`config.mk`:
```
export PLATFORM = sky130hd
export DESIGN_NAME = segment_container_parser
export DESIGN_NICKNAME = d
export VERILOG_FILES = /design/src/design/scp_pkg.sv /design/src/design/segment_container_parser.sv /design/src/design/scp_parser.sv /design/src/design/scp_out_queue.sv
export SDC_FILE = /design/constraint.sdc
export NUM_CORES = 1
export LEC_CHECK = 0
export BUFFER_PORTS_ARGS = -buffer_cell sky130_fd_sc_hd__buf_2
export CAP_MARGIN = 30
export CORE_MARGIN = 4
export CORE_UTILIZATION = 30
export CTS_CLUSTER_SIZE = 10
export DETAILED_ROUTE_END_ITERATION = 16
export GPL_TIMING_DRIVEN = 0
export PLACE_DENSITY = 0.43
export SLEW_MARGIN = 15
export SYNTH_ARGS = -nofsm -noshare
export SYNTH_HDL_FRONTEND = slang
export SYNTH_SLANG_ARGS = --single-unit
```
`constraint.sdc`:
```
create_clock -name clk -period 11.6 [get_ports clk]
set_clock_uncertainty 0.15 [all_clocks]
set_input_delay 2.32 -clock clk [delete_from_list [all_inputs] [get_ports clk]]
set_output_delay 2.32 -clock clk [all_outputs]
set_load 0.005 [all_outputs]
```
`src/design/scp_pkg.sv`:
```
package scp_pkg;

  localparam int HEADER_BYTES = 12;
  localparam int MIN_LENGTH   = 16;
  localparam int CNT_W        = $clog2(MIN_LENGTH + 1);

  localparam logic [7:0]  MAGIC_N   = 8'h4E;
  localparam logic [7:0]  MAGIC_S   = 8'h53;
  localparam logic [15:0] WORD_ONES = 16'hFFFF;
  localparam logic [15:0] SEG_OPEN  = 16'hA5A5;
  localparam logic [15:0] CODE_MARK = 16'hAAAA;

  localparam int OQ_DEPTH = 4;
  localparam int OQ_AW    = $clog2(OQ_DEPTH);
  localparam int OQ_CW    = $clog2(OQ_DEPTH + 1);

  localparam int TDATA_W = 80;

  typedef enum logic [1:0] {
    KIND_NAME   = 2'd0,
    KIND_CODE   = 2'd1,
    KIND_STATUS = 2'd2
  } kind_t;

  typedef enum logic [2:0] {
    ST_OK       = 3'd0,
    ST_SHORT    = 3'd1,
    ST_MAGIC    = 3'd2,
    ST_MARKER   = 3'd3,
    ST_CHECKSUM = 3'd4,
    ST_TOOMANY  = 3'd5,
    ST_ORPHAN   = 3'd6,
    ST_TRAILER  = 3'd7
  } status_t;

  typedef struct packed {
    kind_t       kind;
    logic [15:0] segment_index;
    logic [7:0]  payload;
    status_t     status;
    logic [15:0] heap_size;
    logic [15:0] stack_size;
    logic [15:0] register_count;
    logic        end_of_run;
  } res_t;

  // items handed from the parser to the output queue in one cycle
  typedef struct packed {
    logic [1:0] count;
    res_t       item0;
    res_t       item1;
  } push_t;

endpackage

```
`src/design/segment_container_parser.sv`:
```
// channel  dir  tdata                            tuser    tlast
// s_       in   [7:0] data_byte                  -        last_byte
// m_       out  segment_index,payload,status,    kind     end_of_run
//               heap_size,stack_size,register_count
//
// one byte item accepted per cycle while s_tready is high; the per-byte decode sits between the
// parser state registers and a four-entry result queue
// a status item is pushed into the result queue in the cycle that the last byte is accepted
// a payload byte is decided, and pushed into the result queue, once the byte
// four places after it is accepted
// the last byte of a file can give two results, payload then status
// s_tready drops only while the result queue has fewer than two free slots
// rst is synchronous; after reset the block waits for the first byte
module segment_container_parser
  import scp_pkg::*;
(
  input  logic               clk,
  input  logic               rst,
  input  logic               s_tvalid,
  output logic               s_tready,
  input  logic [7:0]         s_tdata,   // [7:0] data_byte
  input  logic               s_tlast,
  output logic               m_tvalid,
  input  logic               m_tready,
  output logic [TDATA_W-1:0] m_tdata,   // [15:0] segment_index, [23:16] payload,
                                        // [26:24] status, [42:27] heap_size,
                                        // [58:43] stack_size, [74:59] register_count
  output logic [1:0]         m_tuser,   // [1:0] kind
  output logic               m_tlast
);

  push_t push;
  res_t  head;
  logic  room;
  logic  take;

  assign s_tready = room;
  assign take     = s_tvalid && room;

  scp_parser u_parser (
    .clk       (clk),
    .rst       (rst),
    .take      (take),
    .data_byte (s_tdata),
    .last_byte (s_tlast),
    .push      (push)
  );

  scp_out_queue u_queue (
    .clk        (clk),
    .rst        (rst),
    .push       (push),
    .room       (room),
    .head_valid (m_tvalid),
    .head_take  (m_tready),
    .head       (head)
  );

  assign m_tdata = {5'd0, head.register_count, head.stack_size, head.heap_size,
                    head.status, head.payload, head.segment_index};
  assign m_tuser = head.kind;
  assign m_tlast = head.end_of_run;

endmodule

```
`src/design/scp_parser.sv`:
```
module scp_parser
  import scp_pkg::*;
(
  input  logic       clk,
  input  logic       rst,
  input  logic       take,
  input  logic [7:0] data_byte,
  input  logic       last_byte,
  output push_t      push
);

  logic [CNT_W-1:0] hdr_cnt, hdr_cnt_next;
  logic [7:0]       win [4];
  logic [7:0]       win_next [4];
  logic [15:0]      heap, heap_next;
  logic [15:0]      stack, stack_next;
  logic [15:0]      regs, regs_next;
  logic [15:0]      segs, segs_next;
  logic [16:0]      cur, cur_next;
  logic             code_mode, code_mode_next;
  logic             skip, skip_next;
  logic [15:0]      bsum, bsum_next;
  logic             f_magic, f_magic_next;
  logic             f_marker, f_marker_next;
  logic             f_toomany, f_toomany_next;
  logic             f_orphan, f_orphan_next;

  logic [15:0] hword;
  logic [15:0] pair;
  logic [16:0] cur_inc;
  logic [15:0] csum;
  logic [15:0] trail;
  logic        emit;
  logic        f_short, f_csum, f_trail;
  status_t     status;
  res_t        pay_item, st_item;

  always_comb begin
    hdr_cnt_next   = hdr_cnt;
    win_next       = win;
    heap_next      = heap;
    stack_next     = stack;
    regs_next      = regs;
    segs_next      = segs;
    cur_next       = cur;
    code_mode_next = code_mode;
    skip_next      = skip;
    bsum_next      = bsum;
    f_magic_next   = f_magic;
    f_marker_next  = f_marker;
    f_toomany_next = f_toomany;
    f_orphan_next  = f_orphan;
    emit           = 1'b0;
    hword          = {data_byte, win[3]};
    pair           = {win[1], win[0]};
    cur_inc        = cur + 17'd1;

    // header capture
    if (hdr_cnt < CNT_W'(HEADER_BYTES)) begin
      if (hdr_cnt == CNT_W'(0) && data_byte != MAGIC_N) f_magic_next = 1'b1;
      if (hdr_cnt == CNT_W'(1) && data_byte != MAGIC_S) f_magic_next = 1'b1;
      case (hdr_cnt)
        CNT_W'(3):  if (hword != WORD_ONES) f_marker_next = 1'b1;
        CNT_W'(5):  heap_next  = hword;
        CNT_W'(7):  stack_next = hword;
        CNT_W'(9):  regs_next  = hword;
        CNT_W'(11): segs_next  = hword;
        default: ;
      endcase
    end

    if (hdr_cnt >= CNT_W'(2)) bsum_next = bsum + 16'(win[2]);

    // body byte at the oldest window slot
    if (hdr_cnt >= CNT_W'(MIN_LENGTH) && !f_toomany) begin
      if (skip) begin
        skip_next = 1'b0;
      end else if (pair == SEG_OPEN) begin
        if (cur_inc >= {1'b0, segs}) begin
          f_toomany_next = 1'b1;
        end else begin
          cur_next       = cur_inc;
          code_mode_next = 1'b0;
          skip_next      = 1'b1;
        end
      end else if (pair == CODE_MARK) begin
        if (cur[16]) f_orphan_next = 1'b1;
        code_mode_next = 1'b1;
        skip_next      = 1'b1;
      end else if (cur[16]) begin
        f_orphan_next = 1'b1;
      end else begin
        emit = 1'b1;
      end
    end

    win_next[0] = win[1];
    win_next[1] = win[2];
    win_next[2] = win[3];
    win_next[3] = data_byte;
    if (hdr_cnt < CNT_W'(MIN_LENGTH)) hdr_cnt_next = hdr_cnt + CNT_W'(1);

    // end of file checks
    csum    = {data_byte, win[3]};
    trail   = skip_next ? {win[3], win[2]} : {win[2], win[1]};
    f_short = hdr_cnt < CNT_W'(MIN_LENGTH - 1);
    f_csum  = bsum_next != csum;
    f_trail = trail != WORD_ONES;
    if (f_short)             status = ST_SHORT;
    else if (f_magic_next)   status = ST_MAGIC;
    else if (f_marker_next)  status = ST_MARKER;
    else if (f_csum)         status = ST_CHECKSUM;
    else if (f_toomany_next) status = ST_TOOMANY;
    else if (f_orphan_next)  status = ST_ORPHAN;
    else if (f_trail)        status = ST_TRAILER;
    else                     status = ST_OK;

    pay_item.kind           = code_mode ? KIND_CODE : KIND_NAME;
    pay_item.segment_index  = cur[15:0];
    pay_item.payload        = win[0];
    pay_item.status         = ST_OK;
    pay_item.heap_size      = '0;
    pay_item.stack_size     = '0;
    pay_item.register_count = '0;
    pay_item.end_of_run     = 1'b0;

    st_item.kind           = KIND_STATUS;
    st_item.segment_index  = '0;
    st_item.payload        = '0;
    st_item.status         = status;
    st_item.heap_size      = heap_next;
    st_item.stack_size     = stack_next;
    st_item.register_count = regs_next;
    st_item.end_of_run     = 1'b1;

    push.count = 2'd0;
    push.item0 = emit ? pay_item : st_item;
    push.item1 = st_item;
    if (take) push.count = 2'(emit) + 2'(last_byte);

    // back to the idle state for the next file
    if (last_byte) begin
      hdr_cnt_next   = '0;
      for (int i = 0; i < 4; i++) win_next[i] = '0;
      heap_next      = '0;
      stack_next     = '0;
      regs_next      = '0;
      segs_next      = '0;
      cur_next       = '1;
      code_mode_next = 1'b0;
      skip_next      = 1'b0;
      bsum_next      = '0;
      f_magic_next   = 1'b0;
      f_marker_next  = 1'b0;
      f_toomany_next = 1'b0;
      f_orphan_next  = 1'b0;
    end
  end

  always_ff @(posedge clk) begin
    if (rst) begin
      hdr_cnt   <= '0;
      for (int i = 0; i < 4; i++) win[i] <= '0;
      heap      <= '0;
      stack     <= '0;
      regs      <= '0;
      segs      <= '0;
      cur       <= '1;
      code_mode <= 1'b0;
      skip      <= 1'b0;
      bsum      <= '0;
      f_magic   <= 1'b0;
      f_marker  <= 1'b0;
      f_toomany <= 1'b0;
      f_orphan  <= 1'b0;
    end else if (take) begin
      hdr_cnt   <= hdr_cnt_next;
      win       <= win_next;
      heap      <= heap_next;
      stack     <= stack_next;
      regs      <= regs_next;
      segs      <= segs_next;
      cur       <= cur_next;
      code_mode <= code_mode_next;
      skip      <= skip_next;
      bsum      <= bsum_next;
      f_magic   <= f_magic_next;
      f_marker  <= f_marker_next;
      f_toomany <= f_toomany_next;
      f_orphan  <= f_orphan_next;
    end
  end

`ifndef NO_ASSERTIONS
  a_last_clears: assert property (@(posedge clk) disable iff (rst)
    take && last_byte |=> hdr_cnt == '0 && cur == '1 && !skip && bsum == '0)
    else $error("state not cleared after last item");
  a_two_items: assert property (@(posedge clk) disable iff (rst)
    push.count == 2'd2 |-> push.item0.kind != KIND_STATUS && push.item1.kind == KIND_STATUS)
    else $error("bad order of two results");
  a_payload_seg: assert property (@(posedge clk) disable iff (rst)
    push.count != 2'd0 && push.item0.kind != KIND_STATUS |-> !cur[16] && !f_toomany)
    else $error("payload emitted without an open segment");
`endif

endmodule

```
`src/design/scp_out_queue.sv`:
```
module scp_out_queue
  import scp_pkg::*;
(
  input  logic  clk,
  input  logic  rst,
  input  push_t push,
  output logic  room,
  output logic  head_valid,
  input  logic  head_take,
  output res_t  head
);

  res_t             mem [OQ_DEPTH];
  logic [OQ_AW-1:0] wr_ptr, rd_ptr;
  logic [OQ_CW-1:0] count, count_next;
  logic             pop;

  assign pop        = head_valid && head_take;
  assign head_valid = count != '0;
  assign room       = count <= OQ_CW'(OQ_DEPTH - 2);
  assign head       = mem[rd_ptr];
  assign count_next = count + OQ_CW'(push.count) - OQ_CW'(pop);

  always_ff @(posedge clk) begin
    if (push.count != 2'd0) mem[wr_ptr] <= push.item0;
    if (push.count == 2'd2) mem[wr_ptr + OQ_AW'(1)] <= push.item1;
  end

  always_ff @(posedge clk) begin
    if (rst) begin
      wr_ptr <= '0;
      rd_ptr <= '0;
      count  <= '0;
    end else begin
      wr_ptr <= wr_ptr + OQ_AW'(push.count);
      if (pop) rd_ptr <= rd_ptr + OQ_AW'(1);
      count <= count_next;
    end
  end

`ifndef NO_ASSERTIONS
  a_bound: assert property (@(posedge clk) disable iff (rst)
    count <= OQ_CW'(OQ_DEPTH))
    else $error("queue count beyond depth");
  a_no_overrun: assert property (@(posedge clk) disable iff (rst)
    push.count != 2'd0 |-> (count + OQ_CW'(push.count)) <= OQ_CW'(OQ_DEPTH))
    else $error("queue overrun");
  a_drain: assert property (@(posedge clk) disable iff (rst)
    pop && count == OQ_CW'(1) && push.count == 2'd0 |=> !head_valid)
    else $error("queue valid after last item taken");
`endif

endmodule
```
==> reports/qor.txt <==
Syn avg cell area: 10.98 sq um
NetSw: 1.221 mW
Final wirelength: 62.87 mm
Synth Register Bits: 457
Synth Area in Compound Gates: 0.1158
Post-layout net count: 2,077
Register area share after synthesis: 0.5458
Final Hold Viols: 0
DR WL/cell: 21.35 um
Netlist Area Pre-Place: 0.02050 sq mm
Post-synthesis simple-gate area fraction: 0.1474
Slew at the pin closest to its max-slew limit: 1030 ps
Die H: 269.4 um
Layout cell share with drive strength beyond 1: 0.1474
DRT Pass-1 Iters: 5
Initial Util: 0.3037
Cts-stage hold buffer count: 0
First-pass GRT wire length: 94.65 mm
RSZ-0062 raised after global routing: false
Vias: 15,000
Placed cell count: 2,838
Post-synth top flop: dfxtp_1
Worst skew pair latency: 620 ps
Vias/cell: 5.095
Post-route insts no fill: 2,944
Pins over their slew limit: 0
Global route total overflow: 0
Most frequent cells in the layout: nor2_1 (381), dfxtp_1 (253), edfxtp_1 (204)
Synthesized instance count: 1,868
Worst Path Arrival: 3180 ps
Clock group share of total power: 0.379
Largest net degree at the start of global routing: 46
Outcome: complete, no violations
CTS clk-pin slew, worst paths: 60 ps
# resized after CTS: 0
I/O Buffers: 84
Largest family of logic cells by synthesized area: simple AND/OR/NAND/NOR gates
CP required: 9130 ps
Total GRT Usage: 0.1683
Clk root buf: clkbuf_16
Commonest non-fill, non-tap cell in the layout: nor2_1
CTS buffer count: 55
Tmin final: 5652 ps
Pint: 3.030 mW
Sequential power share: 0.414
DRT antenna net count: 0
GPL Wtd Cong: 0.8443
Syn. warnings: 0
Area delta synth->final: 16.87%
Adder-Cell Fraction of Synth Area: 0.02209
Initial detailed-routing violation count: 1,001
Clock buffer depth: 3
CP Class: register to output pin
Final setup TNS: 0 ps
Die width: 269.4 um
CP endpoint kind: output pin
Critical path launch point type: register
Row count: 95
Combinational cell fraction of total power: 0.207
Yosys cell types: 73
CTS tree: yes
Initial antenna violation count: 1
Core ar.: 0.06751 sq mm
Htree depth: 2
Static leakage: 8.119 nW
Final period util: 0.4872
FMAX: 176.9 MHz
Die area: 0.07260 sq mm
Relative slew slack: 0.3132
Sw frac: 0.2872
Min-Delay Path Class: register to register
# IOs: 98
Vias in the first global route: 15,060
Max IR drop VDD: 0.09863 mV
DRC: 0
Max Cap Viol: 0
Number of synthesized flops with an enable pin: 204
Async SR Flop Fraction: 0
Sink Count: 457
DP HPWL: 42.90 mm
Final setup vio count: 0
Crit Path Max Fanout: 10
Setup bufs post-CTS: 0
Post-synthesis mux area share: 0.1116
Xor-xnor portion of the synthesized cell area: 0.01690
Power Density: 177.4 mW/mm^2
==> final timing paths <==
kind	to	slack (ps)	startpoint	depth (start not counted)
setup / recovery	m_tdata[25]	5950	register	6
hold / removal	u_queue.mem[3][0]$_SDFFE_PP1P_	290	u_queue.mem[3][0]$_SDFFE_PP1P_	2
setup reg to reg	u_parser.cur[14]$_SDFFE_PP1P_	6340	u_parser.cur[2]$_SDFFE_PP1P_	15
hold reg to reg	u_queue.mem[3][0]$_SDFFE_PP1P_	290	u_queue.mem[3][0]$_SDFFE_PP1P_	2
==> cells in the mapped netlist, drive strengths merged, types with 27 or more instances <==
cell type / n / share of area
buf: 42 / 0.011
ha: 33 / 0.020
nand3b: 32 / 0.012
mux4: 77 / 0.085
nand2: 85 / 0.016
a22o: 100 / 0.043
edfxtp: 204 / 0.30
xnor2: 27 / 0.012
o21ai: 41 / 0.010
clkbuf: 123 / 0.023
a21oi: 126 / 0.031
inv: 36 / 0.0066
dfxtp: 253 / 0.25
nor2: 381 / 0.070
mux2i: 53 / 0.026
==> worst max-delay path, cell delays in order (launching register included) <==
cell and delay (ps):
dfxtp_1 300, clkbuf_1 350, clkbuf_1 490, buf_6 230, buf_1 590, mux4_2 440
buf_2 150
==> per-stage QoR <==
step                      setup WS [ps]    util  cell area (sq um)  hold slack, ps  total power, mW
after floorplan                    6195       -              20520           268.7            2.340
after global placement             3540  0.3263              22030           294.1            2.657
after detailed placement           5822  0.3291              22220           288.8            2.677
after CTS                          5604  0.3537              23880           296.6            4.310
after global routing               5789  0.3549              23960           317.7            4.460
final                              5948  0.3549              23960           293.1            4.251
==> final cells by class <==
class	count	area, sq um
diodes	2	5.005
clock buffers	89	1555
repair buffers	100	669.4
clock inverters	8	106.4
flip-flops and latches	457	11190
plain buffers	165	691.9
inverters	36	145.1
multi-input cells	1214	8508
well taps	873	1092
fillers	6743	43550
==> logic make-up (layout without fill, tap and decap cells) <==
family | after synthesis | after routing
AND/OR/NAND/NOR | 655 | 655
flip-flops | 457 | 457
AO/OA/AOI/OAI | 350 | 350
buffers and inverters | 201 | 398
multiplexers | 131 | 131
XOR/XNOR | 38 | 38
adder cells (fa/ha/maj) | 35 | 35
other | 1 | 7
==> per-layer routing <==
| metal | share of wire | global-route usage |
|---|---|---|
| met3 | 0.049 | 0.02534 |
| met1 | 0.44 | 0.2242 |
| met2 | 0.49 | 0.2898 |
| met4 | 0.020 | 0.04011 |
| met5 | 0 | 0 |
==> power by group through the flow <==
stage	Clock, mW	Sequential [mW]	Combinational (mW)
floorplan	0	1.79	0.553
detailed placement	0	1.79	0.884
CTS	1.66	1.76	0.887
finish	1.61	1.76	0.879
global placement	0	1.80	0.861
global route	1.73	1.76	0.966
==> sequential cells by signal, indices dropped and copies added, names as in the netlist, 5 cells and up, named ones only <==
register          count
u_parser.stack       16
u_queue.mem         308
u_parser.segs        16
u_parser.pair        16
u_parser.csum         8
u_parser.heap        16
u_parser.win          8
u_parser.cur         17
u_parser.regs        16
u_parser.hdr_cnt      5
u_parser.bsum        16
Power figures use the tool's default switching activity.
